**src/design/tgms_pkg.sv**
```systemverilog
// shared types and the lane-wise averaging function of the grid subdivider
package tgms_pkg;

    localparam int COORD_W = 24;
    localparam int TDATA_IN_W = 72;
    localparam int TDATA_OUT_W = 80;

    // x in the lowest bits, matching the stream packing
    typedef struct packed {
        logic signed [COORD_W-1:0] z;
        logic signed [COORD_W-1:0] y;
        logic signed [COORD_W-1:0] x;
    } t_vtx;

    // floor((a+b)/2) per lane, never overflows 24 bits
    function automatic t_vtx avg_vtx(input t_vtx a, input t_vtx b);
        logic signed [COORD_W:0] sx;
        logic signed [COORD_W:0] sy;
        logic signed [COORD_W:0] sz;
        t_vtx r;
        sx = {a.x[COORD_W-1], a.x} + {b.x[COORD_W-1], b.x};
        sy = {a.y[COORD_W-1], a.y} + {b.y[COORD_W-1], b.y};
        sz = {a.z[COORD_W-1], a.z} + {b.z[COORD_W-1], b.z};
        r.x = sx[COORD_W:1];
        r.y = sy[COORD_W:1];
        r.z = sz[COORD_W:1];
        return r;
    endfunction

endpackage

```
**src/design/tgms_ram.sv**
```systemverilog
// generic single-write, single-read ram with registered read data
module tgms_ram #(
    parameter int WIDTH = 72,
    parameter int DEPTH = 32
) (
    input  logic                     i_clk,
    input  logic                     i_we,
    input  logic [$clog2(DEPTH)-1:0] i_waddr,
    input  logic [WIDTH-1:0]         i_wdata,
    input  logic [$clog2(DEPTH)-1:0] i_raddr,
    output logic [WIDTH-1:0]         o_rdata
);

    logic [WIDTH-1:0] r_mem [DEPTH];
    logic [WIDTH-1:0] r_rdata;

    always_ff @(posedge i_clk) begin
        if (i_we) begin
            r_mem[i_waddr] <= i_wdata;
        end
        r_rdata <= r_mem[i_raddr];
    end

    assign o_rdata = r_rdata;

endmodule

```
**src/design/triangle_grid_midpoint_subdivider_core.sv**
```systemverilog
// top level: triangle grid midpoint subdivider with one shared averager
//
// Vertices of a triangular grid arrive base row first, each row one shorter than the last,
// with s_axis_tlast on the last vertex of a row; the grid ends with a one-vertex tip. Both
// row buffers live in one ram as two banks that swap roles when a row completes, so no copy
// is made. A vertex without tlast is taken while idle and gives no output. A vertex with
// tlast starts the sequencer, which reads the ram one entry at a time and feeds a single
// three-lane averager; the old-row and new-row passes are both limited by the single ram
// read port and the shared averager, and slow further if the output side stalls.
// s_axis_tready is low while a row is being emitted. A malformed row gives one transfer with
// tuser set and tlast set, and the grid is dropped. No clearing pass is needed after reset.
module triangle_grid_midpoint_subdivider_core #(
    parameter int MAX_EDGE = 16
) (
    input  logic                          i_clk,
    input  logic                          i_rst_n,
    input  logic                          s_axis_tvalid,
    output logic                          s_axis_tready,
    // x_coord[23:0], y_coord[47:24], z_coord[71:48]
    input  logic [tgms_pkg::TDATA_IN_W-1:0]  s_axis_tdata,
    input  logic                          s_axis_tlast,
    output logic                          m_axis_tvalid,
    input  logic                          m_axis_tready,
    // out_x[23:0], out_y[47:24], out_z[71:48], out_row_end[72], zero[79:73]
    output logic [tgms_pkg::TDATA_OUT_W-1:0] m_axis_tdata,
    output logic                          m_axis_tlast,
    // bad_shape[0]
    output logic                          m_axis_tuser
);

    import tgms_pkg::*;

    localparam int IW = (MAX_EDGE > 1) ? $clog2(MAX_EDGE) : 1;
    localparam int CW = $clog2(MAX_EDGE + 1);
    localparam int AW = IW + 1;
    localparam int VW = 3 * COORD_W;

    typedef enum logic [3:0] {
        S_IDLE,
        S_ERR,
        S_NR_RA,
        S_NR_CA,
        S_NR_RU,
        S_NR_RB,
        S_NR_CB,
        S_NR_AVG,
        S_NR_EVEN,
        S_NR_ODD,
        S_OR_RA,
        S_OR_CA,
        S_OR_VTX,
        S_OR_RB,
        S_OR_CB,
        S_OR_MID
    } t_state;

    t_state        r_state;
    logic          r_bank;      // bank of the row being received
    logic [CW-1:0] r_low_len;
    logic [CW-1:0] r_fill;
    logic [IW-1:0] r_k;
    t_vtx          r_a;
    t_vtx          r_b;
    t_vtx          r_u;
    t_vtx          r_mid;

    logic          r_out_valid;
    t_vtx          r_out_vtx;
    logic          r_out_re;
    logic          r_out_last;
    logic          r_out_bad;

    logic          out_free;
    logic          out_load;
    logic          in_xfer;
    logic          limit_hit;
    logic          k_last;
    logic [IW-1:0] k_next;
    logic [CW-1:0] fill_inc;
    logic [AW-1:0] ram_raddr;
    logic [VW-1:0] ram_rdata;
    t_vtx          rd_vtx;
    t_vtx          avg_a;
    t_vtx          avg_b;
    t_vtx          avg_r;

    assign out_free  = !r_out_valid || m_axis_tready;
    assign in_xfer   = s_axis_tvalid && s_axis_tready;
    assign fill_inc  = r_fill + CW'(1);
    assign k_next    = r_k + IW'(1);
    assign k_last    = (CW'(r_k) + CW'(1)) == r_fill;
    assign limit_hit = (r_low_len != '0) ? (r_fill >= r_low_len - CW'(1))
                                         : (r_fill >= CW'(MAX_EDGE));
    assign rd_vtx    = t_vtx'(ram_rdata);

    // output register loads in the emitting states once it is free
    always_comb begin
        unique case (r_state)
            S_ERR, S_NR_EVEN, S_NR_ODD, S_OR_VTX, S_OR_MID: out_load = out_free;
            default: out_load = 1'b0;
        endcase
    end

    // read address: lower row sits in the bank opposite the receiving one
    always_comb begin
        unique case (r_state)
            S_NR_RA: ram_raddr = {~r_bank, r_k};
            S_NR_RB: ram_raddr = {~r_bank, k_next};
            S_OR_RB: ram_raddr = {r_bank, k_next};
            default: ram_raddr = {r_bank, r_k};
        endcase
    end

    // operand selection for the shared averager
    always_comb begin
        unique case (r_state)
            S_NR_EVEN: begin
                avg_a = r_a;
                avg_b = '{z: r_u.z, y: r_u.y, x: r_mid.x};
            end
            S_NR_ODD: begin
                avg_a = r_b;
                avg_b = '{z: r_u.z, y: r_u.y, x: r_mid.x};
            end
            default: begin
                avg_a = r_a;
                avg_b = r_b;
            end
        endcase
        avg_r = avg_vtx(avg_a, avg_b);
    end

    tgms_ram #(
        .WIDTH (VW),
        .DEPTH (2 ** AW)
    ) u_row_ram (
        .i_clk   (i_clk),
        .i_we    (in_xfer && !limit_hit),
        .i_waddr ({r_bank, r_fill[IW-1:0]}),
        .i_wdata (s_axis_tdata[VW-1:0]),
        .i_raddr (ram_raddr),
        .o_rdata (ram_rdata)
    );

    always_ff @(posedge i_clk) begin
        if (!i_rst_n) begin
            r_state     <= S_IDLE;
            r_bank      <= 1'b0;
            r_low_len   <= '0;
            r_fill      <= '0;
            r_k         <= '0;
            r_out_valid <= 1'b0;
        end else begin
            if (out_load) begin
                r_out_valid <= 1'b1;
            end else if (m_axis_tready) begin
                r_out_valid <= 1'b0;
            end
            unique case (r_state)
                S_IDLE: begin
                    if (in_xfer) begin
                        r_k <= '0;
                        if (limit_hit) begin
                            r_low_len <= '0;
                            r_fill    <= '0;
                            r_state   <= S_ERR;
                        end else if (!s_axis_tlast) begin
                            r_fill <= fill_inc;
                        end else if (r_low_len != '0 && fill_inc + CW'(1) != r_low_len) begin
                            r_low_len <= '0;
                            r_fill    <= '0;
                            r_state   <= S_ERR;
                        end else begin
                            r_fill  <= fill_inc;
                            r_state <= (r_low_len != '0) ? S_NR_RA : S_OR_RA;
                        end
                    end
                end
                S_ERR: begin
                    if (out_free) begin
                        r_out_vtx   <= '0;
                        r_out_re    <= 1'b0;
                        r_out_last  <= 1'b1;
                        r_out_bad   <= 1'b1;
                        r_state     <= S_IDLE;
                    end
                end
                S_NR_RA: r_state <= S_NR_CA;
                S_NR_CA: begin
                    r_a     <= rd_vtx;
                    r_state <= S_NR_RU;
                end
                S_NR_RU: r_state <= S_NR_RB;
                S_NR_RB: begin
                    r_u     <= rd_vtx;
                    r_state <= S_NR_CB;
                end
                S_NR_CB: begin
                    r_b     <= rd_vtx;
                    r_state <= S_NR_AVG;
                end
                S_NR_AVG: begin
                    r_mid   <= avg_r;
                    r_state <= S_NR_EVEN;
                end
                S_NR_EVEN: begin
                    if (out_free) begin
                        r_out_vtx   <= avg_r;
                        r_out_re    <= 1'b0;
                        r_out_last  <= 1'b0;
                        r_out_bad   <= 1'b0;
                        r_state     <= S_NR_ODD;
                    end
                end
                S_NR_ODD: begin
                    if (out_free) begin
                        r_out_vtx   <= avg_r;
                        r_out_re    <= k_last;
                        r_out_last  <= 1'b0;
                        r_out_bad   <= 1'b0;
                        if (k_last) begin
                            r_k     <= '0;
                            r_state <= S_OR_RA;
                        end else begin
                            r_a     <= r_b;
                            r_k     <= k_next;
                            r_state <= S_NR_RU;
                        end
                    end
                end
                S_OR_RA: r_state <= S_OR_CA;
                S_OR_CA: begin
                    r_a     <= rd_vtx;
                    r_state <= S_OR_VTX;
                end
                S_OR_VTX: begin
                    if (out_free) begin
                        r_out_vtx   <= r_a;
                        r_out_re    <= k_last;
                        r_out_last  <= k_last;
                        r_out_bad   <= 1'b0;
                        if (k_last) begin
                            // the received row becomes the lower row unless it was the tip
                            if (r_fill > CW'(1)) begin
                                r_low_len <= r_fill;
                                r_bank    <= ~r_bank;
                            end else begin
                                r_low_len <= '0;
                            end
                            r_fill  <= '0;
                            r_state <= S_IDLE;
                        end else begin
                            r_state <= S_OR_RB;
                        end
                    end
                end
                S_OR_RB: r_state <= S_OR_CB;
                S_OR_CB: begin
                    r_b     <= rd_vtx;
                    r_state <= S_OR_MID;
                end
                S_OR_MID: begin
                    if (out_free) begin
                        r_out_vtx   <= '{z: avg_r.z, y: r_a.y, x: avg_r.x};
                        r_out_re    <= 1'b0;
                        r_out_last  <= 1'b0;
                        r_out_bad   <= 1'b0;
                        r_a         <= r_b;
                        r_k         <= k_next;
                        r_state     <= S_OR_VTX;
                    end
                end
                default: r_state <= S_IDLE;
            endcase
        end
    end

    assign s_axis_tready = (r_state == S_IDLE);
    assign m_axis_tvalid = r_out_valid;
    assign m_axis_tdata  = {{(TDATA_OUT_W - VW - 1){1'b0}}, r_out_re, r_out_vtx};
    assign m_axis_tlast  = r_out_last;
    assign m_axis_tuser  = r_out_bad;

`ifndef SYNTHESIS
    a_fill_bound: assert property (@(posedge i_clk) disable iff (!i_rst_n)
        r_fill <= CW'(MAX_EDGE))
        else $error("row fill count above the row buffer depth");

    a_no_single_lower: assert property (@(posedge i_clk) disable iff (!i_rst_n)
        r_low_len != CW'(1))
        else $error("a one-vertex row was kept as the lower row");

    a_bad_is_last: assert property (@(posedge i_clk) disable iff (!i_rst_n)
        m_axis_tvalid && m_axis_tuser |-> m_axis_tlast && (m_axis_tdata == '0))
        else $error("error transfer is not a lone zero transfer");

    a_last_ends_row: assert property (@(posedge i_clk) disable iff (!i_rst_n)
        m_axis_tvalid && m_axis_tlast && !m_axis_tuser |-> m_axis_tdata[VW])
        else $error("last transfer of a row run does not end an output row");

    a_busy_after_row: assert property (@(posedge i_clk) disable iff (!i_rst_n)
        s_axis_tvalid && s_axis_tready && s_axis_tlast |=> !s_axis_tready)
        else $error("input taken again right after a row end");
`endif

endmodule
```
**config.mk**
```make
export PLATFORM = sky130hd
export DESIGN_NAME = triangle_grid_midpoint_subdivider_core
export DESIGN_NICKNAME = d
export VERILOG_FILES = /design/src/design/tgms_pkg.sv /design/src/design/tgms_ram.sv /design/src/design/triangle_grid_midpoint_subdivider_core.sv
export SDC_FILE = /design/constraint.sdc
export NUM_CORES = 2
export LEC_CHECK = 0
export ABC_AREA = 1
export BUFFER_PORTS_ARGS = -buffer_cell sky130_fd_sc_hd__buf_4
export CAP_MARGIN = 20
export CORE_MARGIN = 4
export CORE_UTILIZATION = 35
export DETAILED_ROUTE_END_ITERATION = 12
export GPL_TIMING_DRIVEN = 0
export SETUP_SLACK_MARGIN = 0.05
export SLEW_MARGIN = 20
export SYNTH_ARGS = -nofsm -noshare
export SYNTH_HDL_FRONTEND = slang
export SYNTH_SLANG_ARGS = --single-unit
```
**constraint.sdc**
```tcl
create_clock -name i_clk -period 14 [get_ports i_clk]
set_clock_uncertainty 0.05 [all_clocks]
set_input_delay 1.4 -clock i_clk [delete_from_list [all_inputs] [get_ports i_clk]]
set_output_delay 1.4 -clock i_clk [all_outputs]
set_load 0.01 [all_outputs]
```
======== Yosys cells after proc, flatten, opt, wreduce, memory -nomap -nowiden ========
Memory sizes are Yosys's and may differ from the RTL's. A register that Yosys moved wholly into a read port is not among the register bits.
Index checks and enable logic that the tools add are counted.
word-level totals
  register bits after elaboration ......... 311
  RAM bits ................................ 2,304
  input bits .............................. 77
  output and inout bits ................... 84
  word-level logic and storage cells ...... 160
  memories kept ........................... 1
cells by class
  $add $sub $neg .......................... 8
  order comparisons ....................... 3
  eq/ne operators ......................... 32
  muxes and demuxes ....................... 57
  bitwise gates (word level) .............. 1
  reduce and logical (&&, ||, !) cells .... 37
memory list
  memory           words  bits a word  read ports  clocked after memory_dff  write ports  RTL line        source
  u_row_ram.r_mem  32     72           1           1                         1            tgms_ram.sv:14  logic [WIDTH-1:0] r_mem [DEPTH];
operators by type and width
  kind                                                 count
  2-to-1 mux 72 bit                                    9
  case mux 72 bit (4 select lines)                     1
  case mux 72 bit (3 select lines)                     1
  adder 24 x 24 -> 25 bit                              3
  2-to-1 mux 5 bit                                     13
  2-to-1 mux 4 bit                                     16
  case mux 4 bit (16 select lines)                     1
  equality test 4 bit, second input constant           8
  case mux 5 bit (2 select lines)                      2
  AND reduction 4 bit                                  5
  equality test 4 x 3 -> 1 bit, second input constant  4
  case mux 5 bit (3 select lines)                      1
  != test 2 bit, second input constant                 7
  != test 2 x 1 -> 1 bit, second input constant        6
  case mux 4 bit (3 select lines)                      1
  AND reduction 6 bit                                  2
  adder 5 x 1 -> 5 bit, second input constant          2
  AND reduction 5 bit                                  2
  2-to-1 mux 1 bit                                     9
  nonzero test 3 bit                                   3
  equality test 4 x 2 -> 1 bit, second input constant  2
  nonzero test 2 bit                                   4
  OR reduction 2 bit                                   4
  AND reduction 7 bit                                  1
  other kinds (23)                                     31

======== Logic depth before layout (Yosys ltp) ========
  word-level depth ........................ 9
  depth in mapped cells ................... 21
  depth with buffers taken out ............ 19

======== Cells and area by module ========
Synthesis repeated with hierarchy kept, for this count alone.
second synthesis, totals
  cells, all modules ...................... 9,774
  area, all modules ....................... 111,632.1 µm²
modules (own cells, without submodules)
  module                                  times used  cells each  area an instance (µm²)  sequential area each (µm²)
  tgms_ram                                1           7,592       93,272.0                70,627.7
  triangle_grid_midpoint_subdivider_core  1           2,182       18,360.1                9,138.8

======== Worst setup path before layout ========
OpenSTA, ideal clock, no wires.
  kind .................................... input to register
  start ................................... input port i_rst_n
  end ..................................... register r_out_vtx, in the netlist m_axis_tdata[0] (enable)
  library setup time ...................... 0.591 ns
  arrival ................................. 6.601 ns
  required time ........................... 13.359 ns
  setup slack ............................. 6.759 ns
  stages on the path ...................... 3
  path buffers ............................ 1
  path through ............................ inv_1 clkbuf_1 nor3_1
on the way
  longest elaborated chain between the ends .. 1
ends and longest elaborated chain
  item                           RTL line                                       source
  start: declaration             triangle_grid_midpoint_subdivider_core.sv:16   input logic i_rst_n,
  AND reduction 6 bit (no line)  --
  end signal: assignment         triangle_grid_midpoint_subdivider_core.sv:208  r_out_vtx <= avg_r;
  end signal: assignment         triangle_grid_midpoint_subdivider_core.sv:217  r_out_vtx <= avg_r;
  end signal: assignment         triangle_grid_midpoint_subdivider_core.sv:238  r_out_vtx <= r_a;
  end: declaration               triangle_grid_midpoint_subdivider_core.sv:68   t_vtx r_out_vtx;
Every way passes these cells.
A chain may end at the register's enable or synchronous reset.

======== Worst setup path in the final report ========
  start ................................... register r_low_len[1]
  end ..................................... memory u_row_ram.r_mem[18][60] (enable)
on the way
  longest elaborated chain between the ends .. 7
ends and longest elaborated chain
  item                                      RTL line                                       source
  start: declaration                        triangle_grid_midpoint_subdivider_core.sv:59   logic [CW-1:0] r_low_len;
  start signal: assignment                  triangle_grid_midpoint_subdivider_core.sv:245  r_low_len <= r_fill;
  subtractor 5 x 1 -> 5 bit                 triangle_grid_midpoint_subdivider_core.sv:92   assign limit_hit = (r_low_len != '0) ? (r_fill >= r_low_len - CW'(1))
  greater-or-equal comparator 5 bit         triangle_grid_midpoint_subdivider_core.sv:92
  2-to-1 mux 1 bit *                        triangle_grid_midpoint_subdivider_core.sv:92
  zero test 1 bit *                         triangle_grid_midpoint_subdivider_core.sv:138  .i_we (in_xfer && !limit_hit),
  logical AND 1 bit *                       triangle_grid_midpoint_subdivider_core.sv:138
  2-to-1 mux 1 bit *                        tgms_ram.sv:18                                 if (i_we) begin
  2-to-1 mux 1 bit (implied by the code) *  tgms_ram.sv:19                                 r_mem[i_waddr] <= i_wdata;
  end: declaration                          tgms_ram.sv:14
Every way passes the cells marked *; elsewhere a longest branch is shown, timed or not.

==> flow_summary.json <==
{
  "outcome": "complete, no violations",
  "die_w_um": 572.5,
  "dp.cells": 14272,
  "cap_violations": 0,
  "worstSkewPairLatency_ns": 0.85,
  "overflow": 0,
  "synthArstFlopShare_pct": 0,
  "ctsHoldBuffers": 0,
  "drive_above_1_share_pct": 10.53,
  "grt_antenna_before_repair": 54,
  "fin_cells": 14821,
  "grt_max_degree": 58,
  "area_delta_synth_final_pct": 17.80,
  "syn-cell-area_um2": 111500,
  "relSlewSlack_pct": 18.17,
  "final_antenna_net_count": 0,
  "wl_mm": 424.5,
  "yosys_warnings": 0,
  "seq_area_frac_synth_pct": 71.52,
  "crit_end": "u_row_ram.r_mem[18][60]",
  "rsz0062_at_grt": "no",
  "clock_path_buffers": 4,
  "required_ns": 14.47,
  "worstMarginPinSlew_ns": 1.227,
  "synthesis.instances": 9750,
  "hold_viol_final": 0,
  "numCtsBuffers": 290,
  "synth_xor_xnor_area_share_pct": 0.2120,
  "dr.pass1.iters": 9,
  "via_per_inst": 5.611,
  "ios": 161,
  "rows": 207,
  "cp-start-kind": "register",
  "drc_errors": 0,
  "report.final.slew_viol_count": 0,
  "crit_fanout": 17,
  "path_class": "register to register",
  "path_clk_slew_ns": 0.06,
  "cts_root_buffer": "clkbuf_16",
  "synth_edf_count": 2595,
  "worstReg2RegStart": "r_low_len[1]",
  "wl_met3_mm": 56.95,
  "routabilityCongestion": 0.9162,
  "synth_top_family_by_area": "simple AND/OR/NAND/NOR gates",
  "reg2reg_depth": 19,
  "final_core_util_pct": 41.37,
  "route.layer.met1.wl_mm": 157.1,
  "synth_area_per_cell_um2": 11.44,
  "synth.mux.area_fraction_pct": 0,
  "p_leak_nw": 47.30,
  "fill_cells": 29476,
  "grt_usage_pct": 25.00,
  "highest_layer": "met5",
  "h-tree-depth": 5,
  "cts_resized": 0,
  "hold_class": "register to register",
  "tritoncts": "built",
  "ir_worst_vdd_uv": 112.9,
  "rr_endpoint": "u_row_ram.r_mem[18][60]",
  "cp-end-kind": "register",
  "min_period_ns": 5.068,
  "start_util_pct": 35.12,
  "dr_total_vias": 83156,
  "grt_pass1_wl_mm": 582.0,
  "area.sequential_um2": 79770,
  "post-cts-setup-buffer-count": 0,
  "hold_ws_ns": 0.3806,
  "first_global_vias": 76439,
  "synth-compound-area-share_pct": 3.294,
  "p_per_area_nw_per_um2": 155.7,
  "routedWlPerCell_um": 28.64,
  "rrSetupSlack_ns": 8.93,
  "coreArea_um2": 317500,
  "clock.fmax_mhz": 197.3,
  "worstHoldPathCells": 0,
  "finalCritPeriodShare_pct": 36.20,
  "ys_ff_latch": 2687,
  "layout.nets": 10549,
  "multi_input_area_um2": 28130,
  "synth_flop_cell": "edfxtp_1",
  "hp-start": "u_row_ram.o_rdata[12]",
  "place.port_buffers": 153,
  "hpwl_mm": 301.8,
  "synth.distinct_cells": 43,
  "synth-simple-area-share_pct": 20.46,
  "tns_ns": 0,
  "finalSetupViolations": 0,
  "drt_iter0_drc": 13471,
  "wl_met2_mm": 183.9,
  "dieArea_um2": 327700,
  "clock-sinks": 2687,
  "cp.arrival_ns": 5.54,
  "cp-startpoint": "r_low_len[1]",
  "die_h_um": 572.5,
  "synth_fa_ha_area_share_pct": 0.9850
}
==> placed cells by master, fill, tap and decap left out, drive strengths merged, types with 15 or more instances in the layout <==
cell	n
nand2	2893
edfxtp	2595
nand3	2000
buf	726
clkbuf	550
nor2	411
inv	378
o21ai	353
o211ai	121
a21oi	117
clkinv	104
dfxtp	92
ha	83
diode	35
nor3	30
nand4	19
o21bai	18
xor2	17
bufinv	15
==> Yosys cell counts, types with 12 or more instances <==
cell	count	share of area (%)
o211ai_1	121	0.81
nand2_1	2892	9.7
buf_4	12	0.081
nand4_1	19	0.11
nand3_1	2000	9.0
clkbuf_1	177	0.60
nor2_1	407	1.4
xor2_1	17	0.13
a21oi_1	117	0.53
buf_2	313	1.4
buf_1	63	0.21
inv_1	358	1.2
o21ai_0	342	1.5
o21bai_1	18	0.12
dfxtp_1	92	1.7
edfxtp_1	2595	70
ha_1	83	0.93
nor3_1	30	0.13
==> power by group <==
| group | leakage [nW] | internal, W | switching, W |
|---|---|---|---|
| clock | 4.36 | 0.00423 | 0.00317 |
| sequential | 24.1 | 0.00929 | 0.000180 |
| combinational | 18.8 | 0.000899 | 0.00269 |
| total | 47.3 | 0.0144 | 0.00604 |
==> registers in the layout (all words and copies together), names as in the netlist <==
register	cells
r_low_len	5
r_bank	1
r_a	72
r_b	72
r_u	48
m_axis_tuser	1
u_row_ram.r_mem	2304
m_axis_tlast	1
r_k	4
m_axis_tdata	72
u_row_ram.o_rdata	72
r_out_re	1
r_state	4
r_mid	24
r_fill	5
m_axis_tvalid	1
==> layer usage <==
metal	GRT usage, %	vias up
li1	-	35639
met1	32.85	40397
met2	37.26	6025
met3	7.137	1057
met4	13.81	38
met5	0	-
==> kinds of logic after synthesis <==
logic type | after synthesis
AO/OA/AOI/OAI | 647
XOR/XNOR | 27
adder cells (fa/ha/maj) | 86
buffers and inverters | 932
flip-flops | 2687
other | 1
AND/OR/NAND/NOR | 5370
==> cell type report <==
cell class / instances / area share (%)
multi-input cells: 6137 / 21.41
clock inverters: 139 / 0.8724
well taps: 4180 / 3.981
inverters: 367 / 1.050
diodes: 35 / 0.06667
flip-flops and latches: 2687 / 60.72
clock buffers: 373 / 5.952
plain buffers: 565 / 1.958
repair buffers: 338 / 3.993
==> how the worst min path moves through the flow <==
stage	slack (ns)	end
floorplan	0.36	r_b[0]
global placement	0.37	r_b[2]
detailed placement	0.37	r_b[4]
CTS	0.38	r_b[4]
global route	0.39	r_b[12]
finish	0.38	r_b[12]
==> worst max-delay path, cell delays in order, from the launching register on <==
cell	delay, ns
dfxtp_1	0.35
inv_1	0.11
ha_1	0.24
nand3_1	0.18
nand2_1	0.11
inv_1	0.04
ha_1	0.30
nand2_1	0.08
inv_1	0.05
a21oi_1	0.13
nand4_1	0.12
nand2_1	0.09
inv_1	0.09
nor3_1	0.50
nand2_1	0.61
nor2_4	0.75
buf_12	0.26
buf_16	0.19
buf_12	0.21
buf_16	0.20
==> through the flow <==
stage	setup slack, ns	area [um2]	power [W]
floorplan	6.759	111500	0.01134
global placement	1.562	117900	0.01301
detailed placement	9.005	122300	0.01309
CTS	8.996	131300	0.02038
global route	8.671	131300	0.02107
finish	8.932	131400	0.02046
(Power assumes the default switching activity.)
